File: config.mk
export PLATFORM = sky130hd
export DESIGN_NAME = cat_text_stream_formatter_flat
export DESIGN_NICKNAME = d
export VERILOG_FILES = /design/src/ctsf_pkg.sv /design/src/ctsf_in_if.sv /design/src/ctsf_out_if.sv /design/src/ctsf_cfg_if.sv /design/src/cat_text_stream_formatter.sv /design/src/ctsf_line_counter.sv /design/src/flat_wrapper.sv
export SDC_FILE = /design/constraint.sdc
export NUM_CORES = 1
export LEC_CHECK = 0
export CORE_ASPECT_RATIO = 0.6
export CORE_MARGIN = 2
export CORE_UTILIZATION = 40
export DETAILED_ROUTE_END_ITERATION = 7
export DONT_BUFFER_PORTS = 1
export PLACE_DENSITY = 0.52
export RECOVER_POWER = 25
export SKIP_CTS_REPAIR_TIMING = 1
export SLEW_MARGIN = 20
export SYNTH_ARGS = -nofsm -noshare
export SYNTH_HDL_FRONTEND = slang
export SYNTH_SLANG_ARGS = --single-unit
File: constraint.sdc
create_clock -name clk -period 8.2 [get_ports clk]
set_input_delay 0.41 -clock clk [delete_from_list [all_inputs] [get_ports clk]]
set_output_delay 0.41 -clock clk [all_outputs]
set_load 0.1 [all_outputs]
File: src/ctsf_pkg.sv
package ctsf_pkg;

	localparam int NCFG      = 8;
	localparam int CFG_IDX_W = 4;
	localparam int CFG_SEL_W = 3;

	localparam logic [CFG_IDX_W-1:0] CFG_NUMBER_NONBLANK   = 4'd0;
	localparam logic [CFG_IDX_W-1:0] CFG_NUMBER_ALL        = 4'd1;
	localparam logic [CFG_IDX_W-1:0] CFG_SQUEEZE_BLANK     = 4'd2;
	localparam logic [CFG_IDX_W-1:0] CFG_ENDS_AND_NONPRINT = 4'd3;
	localparam logic [CFG_IDX_W-1:0] CFG_ENDS_ONLY         = 4'd4;
	localparam logic [CFG_IDX_W-1:0] CFG_TABS_AND_NONPRINT = 4'd5;
	localparam logic [CFG_IDX_W-1:0] CFG_TABS_ONLY         = 4'd6;
	localparam logic [CFG_IDX_W-1:0] CFG_SHOW_NONPRINT     = 4'd7;

	// line number stops at 999999
	localparam int CAP_DIGITS = 6;

	localparam logic [7:0] CH_NL     = 8'h0A;
	localparam logic [7:0] CH_TAB    = 8'h09;
	localparam logic [7:0] CH_SPACE  = 8'h20;
	localparam logic [7:0] CH_DOLLAR = 8'h24;
	localparam logic [7:0] CH_ZERO   = 8'h30;
	localparam logic [7:0] CH_QMARK  = 8'h3F;
	localparam logic [7:0] CH_I      = 8'h49;
	localparam logic [7:0] CH_CARET  = 8'h5E;
	localparam logic [7:0] CH_DEL    = 8'd127;
	localparam logic [7:0] CTRL_MAX  = 8'd31;
	localparam logic [7:0] CARET_OFS = 8'd64;

	typedef logic [3:0] bcd_t;

	typedef struct packed {
		logic upd;
		logic clr;
		logic inc;
	} lnum_ctl_t;

	typedef struct packed {
		logic [7:0] c0;
		logic [7:0] c1;
		logic       two;
	} vis_t;

	function automatic vis_t visible(input logic [7:0] b);
		vis_t v;
		v.c0  = b;
		v.c1  = b;
		v.two = 1'b0;
		if ((b > CTRL_MAX && b < CH_DEL) || b == CH_NL || b == CH_TAB) begin
			v.two = 1'b0;
		end else if (b == CH_DEL) begin
			v.c0  = CH_CARET;
			v.c1  = CH_QMARK;
			v.two = 1'b1;
		end else begin
			v.c0  = CH_CARET;
			v.c1  = b + CARET_OFS;
			v.two = 1'b1;
		end
		return v;
	endfunction

endpackage

File: src/ctsf_in_if.sv
interface ctsf_in_if;
	logic       valid;
	logic       ready;
	logic [7:0] data_byte;
	logic       first_of_file;

	modport source(output valid, output data_byte, output first_of_file, input ready);
	modport sink(input valid, input data_byte, input first_of_file, output ready);
endinterface

File: src/ctsf_out_if.sv
interface ctsf_out_if;
	logic       valid;
	logic       ready;
	logic [7:0] out_byte;
	logic       last;

	modport source(output valid, output out_byte, output last, input ready);
	modport sink(input valid, input out_byte, input last, output ready);
endinterface

File: src/ctsf_cfg_if.sv
interface ctsf_cfg_if;
	logic                           valid;
	logic                           ready;
	logic [ctsf_pkg::CFG_IDX_W-1:0] index;
	logic                           data;

	modport source(output valid, output index, output data, input ready);
	modport sink(input valid, input index, input data, output ready);
endinterface

File: src/cat_text_stream_formatter.sv
// channel  | dir | payload                       | transfer when
// in_ch    | in  | data_byte[7:0], first_of_file | in_ch.valid && in_ch.ready
// out_ch   | out | out_byte[7:0], last           | out_ch.valid && out_ch.ready
// cfg      | in  | index[3:0], data              | cfg.valid && cfg.ready
//
// Each input byte is formatted into an output buffer of up to NUMBER_DIGITS+3
// bytes, which then drains one byte per cycle on out_ch while out_ch.ready is high.
// The output port sets the rate.
// in_ch.ready is high when the buffer is empty or its last byte leaves now.
// arst_n clears config, line number, blank run and the buffer count; previous byte resets to newline.
// cfg.ready is always high.
module cat_text_stream_formatter #(
	parameter int NUMBER_DIGITS = 6
) (
	input  logic              clk,
	input  logic              arst_n,
	ctsf_in_if.sink           in_ch,
	ctsf_out_if.source        out_ch,
	ctsf_cfg_if.sink          cfg
);

	localparam int EFF   = (NUMBER_DIGITS < ctsf_pkg::CAP_DIGITS) ?
	                       NUMBER_DIGITS : ctsf_pkg::CAP_DIGITS;
	localparam int MAXB  = NUMBER_DIGITS + 3;
	localparam int CNT_W = $clog2(MAXB + 1);

	logic [ctsf_pkg::NCFG-1:0] cfg_q;
	logic [7:0]                prev_q;
	logic [1:0]                br_q;
	logic [7:0]                buf_q [MAXB];
	logic [CNT_W-1:0]          cnt_q;

	logic                nonblank, numall, squeeze, en, eo, tn, to, vn;
	logic [7:0]          b;
	logic                ff, prev_nl, in_xfer, out_xfer;
	logic                ln_zero, num_emit, sq_emit, main_emit;
	logic [1:0]          br_new;
	ctsf_pkg::lnum_ctl_t lctl;
	ctsf_pkg::bcd_t      digits [EFF];
	logic [EFF-1:0]      nzab;
	ctsf_pkg::vis_t      vis, chr;
	logic [7:0]          tail [3];
	logic [1:0]          tc;
	logic [7:0]          buf_d [MAXB];
	logic [CNT_W-1:0]    tot;

	assign nonblank = cfg_q[ctsf_pkg::CFG_NUMBER_NONBLANK[ctsf_pkg::CFG_SEL_W-1:0]];
	assign numall   = cfg_q[ctsf_pkg::CFG_NUMBER_ALL[ctsf_pkg::CFG_SEL_W-1:0]];
	assign squeeze  = cfg_q[ctsf_pkg::CFG_SQUEEZE_BLANK[ctsf_pkg::CFG_SEL_W-1:0]];
	assign en       = cfg_q[ctsf_pkg::CFG_ENDS_AND_NONPRINT[ctsf_pkg::CFG_SEL_W-1:0]];
	assign eo       = cfg_q[ctsf_pkg::CFG_ENDS_ONLY[ctsf_pkg::CFG_SEL_W-1:0]];
	assign tn       = cfg_q[ctsf_pkg::CFG_TABS_AND_NONPRINT[ctsf_pkg::CFG_SEL_W-1:0]];
	assign to       = cfg_q[ctsf_pkg::CFG_TABS_ONLY[ctsf_pkg::CFG_SEL_W-1:0]];
	assign vn       = cfg_q[ctsf_pkg::CFG_SHOW_NONPRINT[ctsf_pkg::CFG_SEL_W-1:0]];

	assign cfg.ready = 1'b1;

	always_ff @(posedge clk or negedge arst_n) begin
		if (!arst_n) begin
			cfg_q <= '0;
		end else if (cfg.valid && cfg.index < ctsf_pkg::CFG_IDX_W'(ctsf_pkg::NCFG)) begin
			cfg_q[cfg.index[ctsf_pkg::CFG_SEL_W-1:0]] <= cfg.data;
		end
	end

	assign b        = in_ch.data_byte;
	assign ff       = in_ch.first_of_file;
	assign prev_nl  = ff || prev_q == ctsf_pkg::CH_NL;
	assign in_ch.ready = (cnt_q == '0) || (cnt_q == CNT_W'(1) && out_ch.ready);
	assign in_xfer  = in_ch.valid && in_ch.ready;
	assign out_xfer = out_ch.valid && out_ch.ready;

	assign lctl.upd = in_xfer;
	assign lctl.clr = ff;
	assign lctl.inc = num_emit;

	ctsf_line_counter #(
		.NUMBER_DIGITS(NUMBER_DIGITS)
	) u_line_counter (
		.clk    (clk),
		.arst_n (arst_n),
		.ctl    (lctl),
		.zero   (ln_zero),
		.nxt    (digits)
	);

	always_comb begin
		if (nonblank)
			num_emit = b != ctsf_pkg::CH_NL && (ln_zero || prev_nl);
		else if (numall)
			num_emit = ln_zero || (prev_nl && br_q < 2'd2);
		else
			num_emit = 1'b0;

		if (!squeeze)
			br_new = br_q;
		else if (prev_nl && b == ctsf_pkg::CH_NL)
			br_new = (br_q == 2'd3) ? 2'd3 : br_q + 2'd1;
		else
			br_new = 2'd0;

		sq_emit   = squeeze && br_new == 2'd1;
		main_emit = !squeeze || br_new == 2'd0;
	end

	always_comb begin
		vis = ctsf_pkg::visible(b);
		chr = '{c0: b, c1: b, two: 1'b0};
		if (tn || to) begin
			if (b == ctsf_pkg::CH_TAB)
				chr = '{c0: ctsf_pkg::CH_CARET, c1: ctsf_pkg::CH_I, two: 1'b1};
			else if (!(to && !vn))
				chr = vis;
		end else if (en || vn) begin
			chr = vis;
		end

		tail[0] = chr.c0;
		tail[1] = chr.c1;
		tail[2] = chr.c1;
		tc      = 2'd0;
		if (sq_emit) begin
			if (en || eo) begin
				tail[0] = ctsf_pkg::CH_DOLLAR;
				tail[1] = ctsf_pkg::CH_NL;
				tc      = 2'd2;
			end else begin
				tail[0] = ctsf_pkg::CH_NL;
				tc      = 2'd1;
			end
		end else if (main_emit) begin
			if ((en || eo) && b == ctsf_pkg::CH_NL) begin
				tail[0] = ctsf_pkg::CH_DOLLAR;
				tail[1] = chr.c0;
				tail[2] = chr.c1;
				tc      = chr.two ? 2'd3 : 2'd2;
			end else begin
				tc      = chr.two ? 2'd2 : 2'd1;
			end
		end
	end

	// nonzero digit at this weight or above
	always_comb begin
		nzab[EFF-1] = digits[EFF-1] != 4'd0;
		for (int w = EFF - 2; w >= 0; w--)
			nzab[w] = nzab[w+1] || digits[w] != 4'd0;
	end

	always_comb begin
		for (int i = 0; i < MAXB; i++) begin
			buf_d[i] = 8'h00;
			if (num_emit) begin
				if (i < NUMBER_DIGITS) begin
					if (NUMBER_DIGITS - 1 - i >= EFF)
						buf_d[i] = ctsf_pkg::CH_SPACE;
					else if (NUMBER_DIGITS - 1 - i > 0 && !nzab[NUMBER_DIGITS - 1 - i])
						buf_d[i] = ctsf_pkg::CH_SPACE;
					else
						buf_d[i] = ctsf_pkg::CH_ZERO + {4'd0, digits[NUMBER_DIGITS - 1 - i]};
				end else if (i == NUMBER_DIGITS) begin
					buf_d[i] = ctsf_pkg::CH_TAB;
				end else begin
					buf_d[i] = tail[i - NUMBER_DIGITS - 1];
				end
			end else if (i < 3) begin
				buf_d[i] = tail[i];
			end
		end
		tot = (num_emit ? CNT_W'(NUMBER_DIGITS + 1) : CNT_W'(0)) + CNT_W'(tc);
	end

	always_ff @(posedge clk or negedge arst_n) begin
		if (!arst_n) begin
			prev_q <= ctsf_pkg::CH_NL;
			br_q   <= 2'd0;
		end else if (in_xfer) begin
			br_q <= br_new;
			if (main_emit)
				prev_q <= b;
			else if (ff)
				prev_q <= ctsf_pkg::CH_NL;
		end
	end

	always_ff @(posedge clk or negedge arst_n) begin
		if (!arst_n) begin
			cnt_q <= '0;
		end else if (in_xfer) begin
			cnt_q <= tot;
		end else if (out_xfer) begin
			cnt_q <= cnt_q - CNT_W'(1);
		end
	end

	always_ff @(posedge clk) begin
		if (in_xfer) begin
			buf_q <= buf_d;
		end else if (out_xfer) begin
			for (int i = 0; i < MAXB - 1; i++)
				buf_q[i] <= buf_q[i+1];
		end
	end

	assign out_ch.valid    = cnt_q != '0;
	assign out_ch.out_byte = buf_q[0];
	assign out_ch.last     = cnt_q == CNT_W'(1);

endmodule

File: src/ctsf_line_counter.sv
module ctsf_line_counter #(
	parameter int NUMBER_DIGITS = 6
) (
	input  logic                clk,
	input  logic                arst_n,
	input  ctsf_pkg::lnum_ctl_t ctl,
	output logic                zero,
	output ctsf_pkg::bcd_t      nxt [(NUMBER_DIGITS < ctsf_pkg::CAP_DIGITS) ?
	                                 NUMBER_DIGITS : ctsf_pkg::CAP_DIGITS]
);

	localparam int EFF = (NUMBER_DIGITS < ctsf_pkg::CAP_DIGITS) ?
	                     NUMBER_DIGITS : ctsf_pkg::CAP_DIGITS;

	ctsf_pkg::bcd_t cnt_q [EFF];
	ctsf_pkg::bcd_t start [EFF];
	logic           all9;
	logic           carry;

	// digit 0 is least significant; saturates at all nines
	always_comb begin
		all9  = 1'b1;
		zero  = 1'b1;
		carry = 1'b1;
		for (int i = 0; i < EFF; i++) begin
			start[i] = ctl.clr ? 4'd0 : cnt_q[i];
			if (start[i] != 4'd9)
				all9 = 1'b0;
			if (start[i] != 4'd0)
				zero = 1'b0;
		end
		for (int i = 0; i < EFF; i++) begin
			if (all9 || !carry) begin
				nxt[i] = start[i];
			end else if (start[i] == 4'd9) begin
				nxt[i] = 4'd0;
			end else begin
				nxt[i] = start[i] + 4'd1;
				carry  = 1'b0;
			end
		end
	end

	always_ff @(posedge clk or negedge arst_n) begin
		if (!arst_n) begin
			for (int i = 0; i < EFF; i++)
				cnt_q[i] <= 4'd0;
		end else if (ctl.upd) begin
			for (int i = 0; i < EFF; i++)
				cnt_q[i] <= ctl.inc ? nxt[i] : start[i];
		end
	end

endmodule

File: src/flat_wrapper.sv
// flat-port wrapper written by rule: the top's interface ports become plain ports
module cat_text_stream_formatter_flat 
#(
	parameter int NUMBER_DIGITS = 6
)
  (clk, arst_n, in_ch_valid, in_ch_data_byte, in_ch_first_of_file, in_ch_ready, out_ch_valid, out_ch_out_byte, out_ch_last, out_ch_ready, cfg_valid, cfg_index, cfg_data, cfg_ready);
  ctsf_in_if in_ch_i ();
  ctsf_out_if out_ch_i ();
  ctsf_cfg_if cfg_i ();
  input  logic clk;
  input  logic arst_n;
  input wire logic [$bits(in_ch_i.valid)-1:0] in_ch_valid;
  input wire logic [$bits(in_ch_i.data_byte)-1:0] in_ch_data_byte;
  input wire logic [$bits(in_ch_i.first_of_file)-1:0] in_ch_first_of_file;
  output wire logic [$bits(in_ch_i.ready)-1:0] in_ch_ready;
  output wire logic [$bits(out_ch_i.valid)-1:0] out_ch_valid;
  output wire logic [$bits(out_ch_i.out_byte)-1:0] out_ch_out_byte;
  output wire logic [$bits(out_ch_i.last)-1:0] out_ch_last;
  input wire logic [$bits(out_ch_i.ready)-1:0] out_ch_ready;
  input wire logic [$bits(cfg_i.valid)-1:0] cfg_valid;
  input wire logic [$bits(cfg_i.index)-1:0] cfg_index;
  input wire logic [$bits(cfg_i.data)-1:0] cfg_data;
  output wire logic [$bits(cfg_i.ready)-1:0] cfg_ready;
  assign in_ch_i.valid = in_ch_valid;
  assign in_ch_i.data_byte = in_ch_data_byte;
  assign in_ch_i.first_of_file = in_ch_first_of_file;
  assign in_ch_ready = in_ch_i.ready;
  assign out_ch_valid = out_ch_i.valid;
  assign out_ch_out_byte = out_ch_i.out_byte;
  assign out_ch_last = out_ch_i.last;
  assign out_ch_i.ready = out_ch_ready;
  assign cfg_i.valid = cfg_valid;
  assign cfg_i.index = cfg_index;
  assign cfg_i.data = cfg_data;
  assign cfg_ready = cfg_i.ready;
  cat_text_stream_formatter #(.NUMBER_DIGITS(NUMBER_DIGITS)) u_core (.clk(clk), .arst_n(arst_n), .in_ch(in_ch_i), .out_ch(out_ch_i), .cfg(cfg_i));
endmodule
---- Word-level counts from Yosys, hierarchy flattened ----
Index checks and enable logic that the tools add are counted.
storage, ports and cells
  flip-flop bits (word level) ............. 118
  word-level logic and storage cells ...... 209
cells by class
  add/subtract/negate cells ............... 16
  $lt $le $gt $ge ......................... 6
  equal/unequal tests ..................... 20
  multiplexer cells ....................... 93
  reduce and logical (&&, ||, !) cells .... 55
operator list
  cell                                                           number
  2-to-1 mux 64 bit                                              2
  2-to-1 mux 8 bit                                               16
  2-to-1 mux 4 bit                                               27
  2-to-1 mux 17 bit                                              4
  2-to-1 mux 24 bit                                              2
  nonzero test 4 bit                                             12
  adder 6 x 4 -> 7 bit, first input constant                     6
  2-to-1 mux 16 bit                                              2
  2-to-1 mux 1 bit                                               27
  adder 4 x 1 -> 4 bit, second input constant                    6
  == test 4 bit, second input constant                           6
  == test 8 x 4 -> 1 bit, second input constant                  3
  != test 4 bit, second input constant                           6
  logical OR 1 bit                                               19
  2-to-1 mux 2 bit                                               8
  logical AND 1 bit                                              12
  2-to-1 mux 9 bit                                               1
  adder 8 x 7 -> 8 bit, second input constant                    1
  bitwise mux 8 bit                                              1
  == test 8 x 7 -> 1 bit, second input constant                  1
  greater-than comparator 8 x 5 -> 1 bit, second input constant  1
  less-than comparator 8 x 7 -> 1 bit, second input constant     1
  != test 8 x 4 -> 1 bit, second input constant                  1
  logical NOT 1 bit                                              7
  17 further kinds                                               18

---- Logic depth before layout (Yosys ltp) ----
  depth after elaboration ................. 32
  depth in mapped cells ................... 14
  gate-level depth less buffers ........... 14

---- Modules after synthesis ----
Synthesis repeated with hierarchy kept, for this count alone.
unflattened totals
  cell total of the unflattened synthesis .. 691
  area, all modules ....................... 6940.4 um^2
by module, submodules not included
  module                     instances  cells an instance  area an instance (um^2)  sequential area each (um^2)
  cat_text_stream_formatter  1          413                4705.8                   2715.1
  ctsf_line_counter          1          278                2234.6                   600.6

---- Worst setup path before layout ----
Ideal clock, no wire load.
  path kind ............................... reg2reg
  start ................................... register u_core.cnt_q[0]
  end ..................................... register u_core.buf_q[59] (netlist bit), data pin
  arrival ................................. 4.206 ns
  required time ........................... 7.912 ns
  setup slack ............................. 3.706 ns
  cell stages (with the launch flop) ...... 10
  buffers on the path ..................... 2
  clock period less this slack ............ 4.494 ns
  cells stage by stage .................... dfrtp_1 inv_1 ha_1 a21oi_1 nor3_1 nand2_1 inv_1 clkbuf_1 clkbuf_1 a31oi_1
on the way
  word-level cells in the longest chain between the ends .. 5
  elaborated cells on any way between the ends .. 6
  classes of those cells .................. eq/ne: 1; mux: 1; reduce/logical: 4
ends and longest elaborated chain
  element                         line                              source
  start: declaration              cat_text_stream_formatter.sv:31   logic [CNT_W-1:0] cnt_q;
  start signal: assignment        cat_text_stream_formatter.sv:190  cnt_q <= tot;
  start signal: assignment        cat_text_stream_formatter.sv:192  cnt_q <= cnt_q - CNT_W'(1);
  == test 4 x 1 -> 1 bit          cat_text_stream_formatter.sv:69   assign in_ch.ready = (cnt_q == '0) || (cnt_q == CNT_W'(1) && out_ch.ready);
  logical AND 1 bit               cat_text_stream_formatter.sv:69
  logical OR 1 bit (*)            cat_text_stream_formatter.sv:69
  net in_ch_ready                 flat_wrapper.sv:15                output wire logic [$bits(in_ch_i.ready)-1:0] in_ch_ready;
  logical AND 1 bit (*)           cat_text_stream_formatter.sv:70   assign in_xfer = in_ch.valid && in_ch.ready;
  net u_core.in_xfer              cat_text_stream_formatter.sv:35   logic ff, prev_nl, in_xfer, out_xfer;
  2-to-1 mux 64 bit (*)           cat_text_stream_formatter.sv:197  if (in_xfer) begin
  end signal: assignment          cat_text_stream_formatter.sv:198  buf_q <= buf_d;
  end signal: indexed assignment  cat_text_stream_formatter.sv:201  buf_q[i] <= buf_q[i+1];
  end: declaration                cat_text_stream_formatter.sv:30   logic [7:0] buf_q [MAXB];
Mark *: on every way through the listed nets, which the timed path passes. The rest lies on a longest branch.
A chain may end at the register's enable or synchronous reset.

---- Worst setup path in the final report ----
  start ................................... register u_core.u_line_counter.cnt_q[1] (netlist bit)
  end ..................................... register u_core.buf_q[42] (netlist bit), data pin
on the way
  word-level cells in the longest chain between the ends .. 26
  elaborated cells on any way between the ends .. 47
  classes of those cells .................. add/sub: 2; eq/ne: 2; mux: 22; reduce/logical: 21
ends and longest elaborated chain
  element                           line                              source
  start: declaration                ctsf_line_counter.sv:15           ctsf_pkg::bcd_t cnt_q [EFF];
  start signal: indexed assignment  ctsf_line_counter.sv:50           cnt_q[i] <= ctl.inc ? nxt[i] : start[i];
  2-to-1 mux 4 bit (*)              ctsf_line_counter.sv:26           start[i] = ctl.clr ? 4'd0 : cnt_q[i];
  != test 4 bit                     ctsf_line_counter.sv:27           if (start[i] != 4'd9)
  2-to-1 mux 1 bit                  ctsf_line_counter.sv:27
  2-to-1 mux 1 bit                  ctsf_line_counter.sv:33           if (all9 || !carry) begin
  logical NOT 1 bit                 ctsf_line_counter.sv:33
  logical OR 1 bit                  ctsf_line_counter.sv:33
  2-to-1 mux 1 bit                  ctsf_line_counter.sv:33
  logical NOT 1 bit                 ctsf_line_counter.sv:33
  (+8 left out)                     n/a
  logical NOT 1 bit                 ctsf_line_counter.sv:33
  logical OR 1 bit                  ctsf_line_counter.sv:33
  2-to-1 mux 4 bit                  ctsf_line_counter.sv:33
  nonzero test 4 bit                cat_text_stream_formatter.sv:145  nzab[EFF-1] = digits[EFF-1] != 4'd0;
  logical OR 1 bit (3 in a row)     cat_text_stream_formatter.sv:147  nzab[w] = nzab[w+1] || digits[w] != 4'd0;
  2-to-1 mux 8 bit                  cat_text_stream_formatter.sv:157  else if (NUMBER_DIGITS - 1 - i > 0 && !nzab[NUMBER_DIGITS - 1 - i])
  2-to-1 mux 8 bit (*)              cat_text_stream_formatter.sv:153  if (num_emit) begin
  2-to-1 mux 64 bit (*)             cat_text_stream_formatter.sv:197
Mark *: on every way between the ends. The rest lies on a longest branch, timed or not.

==> flow_metrics.env <==
export IMPL_drv_cap=1
export IMPL_hold_path_class="input port to flip-flop"
export IMPL_timing_rr_end="u_core.buf_q[42]"
export IMPL_layout_commonest_cell="nand2_1"
export IMPL_worst_hold_slack_ns=0.09531
export IMPL_worstPathCellList="nor4_1 -> nand3_1 -> o21ai_1 -> nand2_2 -> inv_1 -> buf_4 -> nand2_1 -> o31ai_1"
export IMPL_start_kind="flip-flop"
export IMPL_relSlewSlack=-0.8776
export IMPL_tns_ns=0
export IMPL_reg2regPathDepth=8
export IMPL_drt_vias_per_instance=5.780
export IMPL_fp_dieArea_sq_mm=0.01772
export IMPL_grt_pass1_vias=4688
export IMPL_cts_sinks=118
export IMPL_cts_tree="done"
export IMPL_critPathCaptureType="flip-flop"
export IMPL_cp_num_cells=8
export IMPL_wl_per_cell_um=20.00
export IMPL_crit_type="flip-flop to flip-flop"
export IMPL_finalCritPeriodShare=0.4654
export IMPL_synth_seq_area_share=0.4982
export IMPL_coreArea_sq_mm=0.01626
export IMPL_crit_arrival_ns=4.01
export IMPL_wl_mm=17.80
export IMPL_clk_pin_slew_ns=0.06
export IMPL_path_delay_family="simple AND/OR/NAND/NOR gates"
export IMPL_startpoint="u_core.u_line_counter.cnt_q[1]"
export IMPL_crit_fanout=27
export IMPL_port_buffers=0
export IMPL_rsz0062_at_grt="no"
export IMPL_fin_crit_ns=3.817
export IMPL_slowest_delay_ns=0.55
export IMPL_antenna_cells=0
export IMPL_grt_max_degree=73
export IMPL_worst_pin_slew_ns=2.816
export IMPL_synth_cells=674
export IMPL_peakVddDrop_mv=0.1512
export IMPL_grt_pass1_wl_mm=28.26
export IMPL_drcViolationCount=0
export IMPL_syn_nets=704
export IMPL_io_pins=31
export IMPL_synth_mux_area_frac=0.03741
export IMPL_synth_xor_area_frac=0.01184
export IMPL_ys_types=72
export IMPL_critPathBufInv=2
export IMPL_timing_rr_start="u_core.u_line_counter.cnt_q[1]"
export IMPL_clock_path_buffers=2
export IMPL_die_h_um=103.9
export IMPL_cp_required_ns=8.39
export IMPL_mostFrequentLayoutCells="nand2_1, edfxtp_1, nor2_1"
export IMPL_synth_seq_cells=118
export IMPL_hold_viol=0
export IMPL_synth_edff_count=72
export IMPL_p_per_area_mw_per_mm2=285.9
export IMPL_slew_viol_final=47
export IMPL_syn_to_final_growth_pct=10.74
export IMPL_rows=36
export IMPL_synth_top_family_by_area="simple AND/OR/NAND/NOR gates"
export IMPL_max_freq_mhz=262.0
export IMPL_avgSynthCellArea_sq_um=9.874
export IMPL_die_w_um=170.5
export IMPL_fillCellCount=1517
export IMPL_setup_violations=0
export IMPL_numCtsBuffers=17
export IMPL_vias=5144
export IMPL_status="finished with violations"
export IMPL_slowest_stage="nor4_1"
export IMPL_fin_nets=679
export IMPL_grt_usage=0.2096
export IMPL_final_layout_size_suffix_gt1_frac=0.1073
export IMPL_ys_warn_count=0
export IMPL_drtIter0Drc=482
export IMPL_overflow=0
export IMPL_clock_latency_ns=0.42
export IMPL_dp_hpwl_mm=11.92
export IMPL_yosys_area_share_simple=0.2091
export IMPL_antenna_left=0
export IMPL_ys_flop_type="edfxtp_1"
export IMPL_synthArstFlopShare=0.3898
export IMPL_syn_area_sq_mm=0.006655
export IMPL_cellLeakagePower_uw=0.002918
export IMPL_synth_fa_ha_area_frac=0.02181
export IMPL_place_congestion=0.8823
export IMPL_synth_compound_area_frac=0.1707
export IMPL_dr_pass1_iters=5
export IMPL_start_util=0.4093
export IMPL_r2r_setup_slack_ns=4.38
export IMPL_crit_end="u_core.buf_q[42]"
export IMPL_violations="capacitance limit, slew limit"
export IMPL_root_buffer="clkbuf_16"
export IMPL_htreeDepth=4
export IMPL_antenna_found_initial=0
export IMPL_fin_skew_ns=0.01158
## metrics by stage
step           setup WS [ns]    util  cell area [sq um]  instances  power [uW]
3_3_place_gp           4.462  0.4156               6758        856        1341
4_1_cts                4.522  0.4524               7356        888        2110
2_1_floorplan          3.706       -               6655        674        1236
5_1_grt                4.201  0.4532               7370        890        2211
3_5_place_dp           4.309  0.4157               6760        856        1348
6_report               4.383  0.4532               7370        890        2107
## final cells by class
cell class	instances	area [sq um]	area share
clock buffers	17	425.4	0.05772
clock inverters	15	170.2	0.02309
inverters	23	86.33	0.01171
multi-input cells	482	3018	0.4095
flip-flops and latches	118	3316	0.4499
well taps	228	285.3	0.03871
repair buffers	7	68.82	0.009338
## flip-flops by register name (all words and copies together) (netlist names)
signal                       cells
u_core.cnt_q                     4
u_core.out_ch.out_byte           8
u_core.br_q                      2
u_core.buf_q                    64
u_core.prev_q                    8
u_core.cfg_q                     8
u_core.u_line_counter.cnt_q     24
## cells by family (layout without fill, tap and decap cells)
| logic type | count (synthesis) | in the layout |
|---|---|---|
| flops | 118 | 118 |
| other cells | 1 | 1 |
| mux | 23 | 23 |
| compound gates | 172 | 172 |
| simple gates | 266 | 266 |
| fa+ha+maj | 11 | 11 |
| buf+inv | 74 | 62 |
| xor+xnor | 9 | 9 |
## how the worst min path moves through the flow
stage	slack (ns)	depth (start not counted)	to	from
2_1_floorplan	0.11	0	u_core.br_q[0]	arst_n
3_3_place_gp	0.12	0	u_core.u_line_counter.cnt_q[12]	arst_n
3_5_place_dp	0.12	0	u_core.u_line_counter.cnt_q[9]	arst_n
4_1_cts	-0.33	0	u_core.u_line_counter.cnt_q[18]	arst_n
5_1_grt	0.08	1	u_core.u_line_counter.cnt_q[12]	in_ch_first_of_file
6_report	0.1	1	u_core.u_line_counter.cnt_q[14]	in_ch_first_of_file
## synthesized netlist by cell type, types with 4 or more instances
| master | number | area, sq um |
|---|---|---|
| a21o_1 | 9 | 67.56 |
| a21oi_1 | 26 | 130.1 |
| a22o_1 | 18 | 157.7 |
| a2bb2oi_1 | 6 | 52.55 |
| a31oi_1 | 10 | 62.56 |
| and2_1 | 18 | 112.6 |
| and3_1 | 5 | 31.28 |
| buf_2 | 13 | 65.06 |
| buf_4 | 9 | 67.56 |
| clkbuf_1 | 26 | 97.59 |
| dfrtp_1 | 44 | 1101 |
| edfxtp_1 | 72 | 2162 |
| ha_1 | 10 | 125.1 |
| inv_1 | 23 | 86.33 |
| mux2_2 | 15 | 168.9 |
| mux2i_1 | 8 | 80.08 |
| nand2_1 | 96 | 360.4 |
| nand2b_1 | 8 | 50.05 |
| nand3_1 | 17 | 85.08 |
| nand3b_1 | 7 | 52.55 |
| nand4_1 | 4 | 25.02 |
| nor2_1 | 50 | 187.7 |
| nor2b_1 | 6 | 37.54 |
| nor3_1 | 18 | 90.09 |
| nor3b_1 | 4 | 30.03 |
| nor4_1 | 8 | 50.05 |
| o21ai_0 | 46 | 230.2 |
| o21ai_1 | 9 | 45.04 |
| o22ai_1 | 8 | 50.05 |
| o31ai_1 | 10 | 75.07 |
| xnor2_1 | 9 | 78.83 |
## metal layers
metal  GRT usage  routed length [um]
met1      0.3603                9737
met2      0.2553                6823
met3     0.04452                1116
met4     0.04640                 124
met5           0                   0
## power breakdown
group	leakage (uW)	internal, uW	switching [uW]
clock	0.000288	455	304
combinational	0.00135	154	278
sequential	0.00128	782	134
total	0.00292	1390	716
Note: power is estimated with default switching activity, not from simulation.
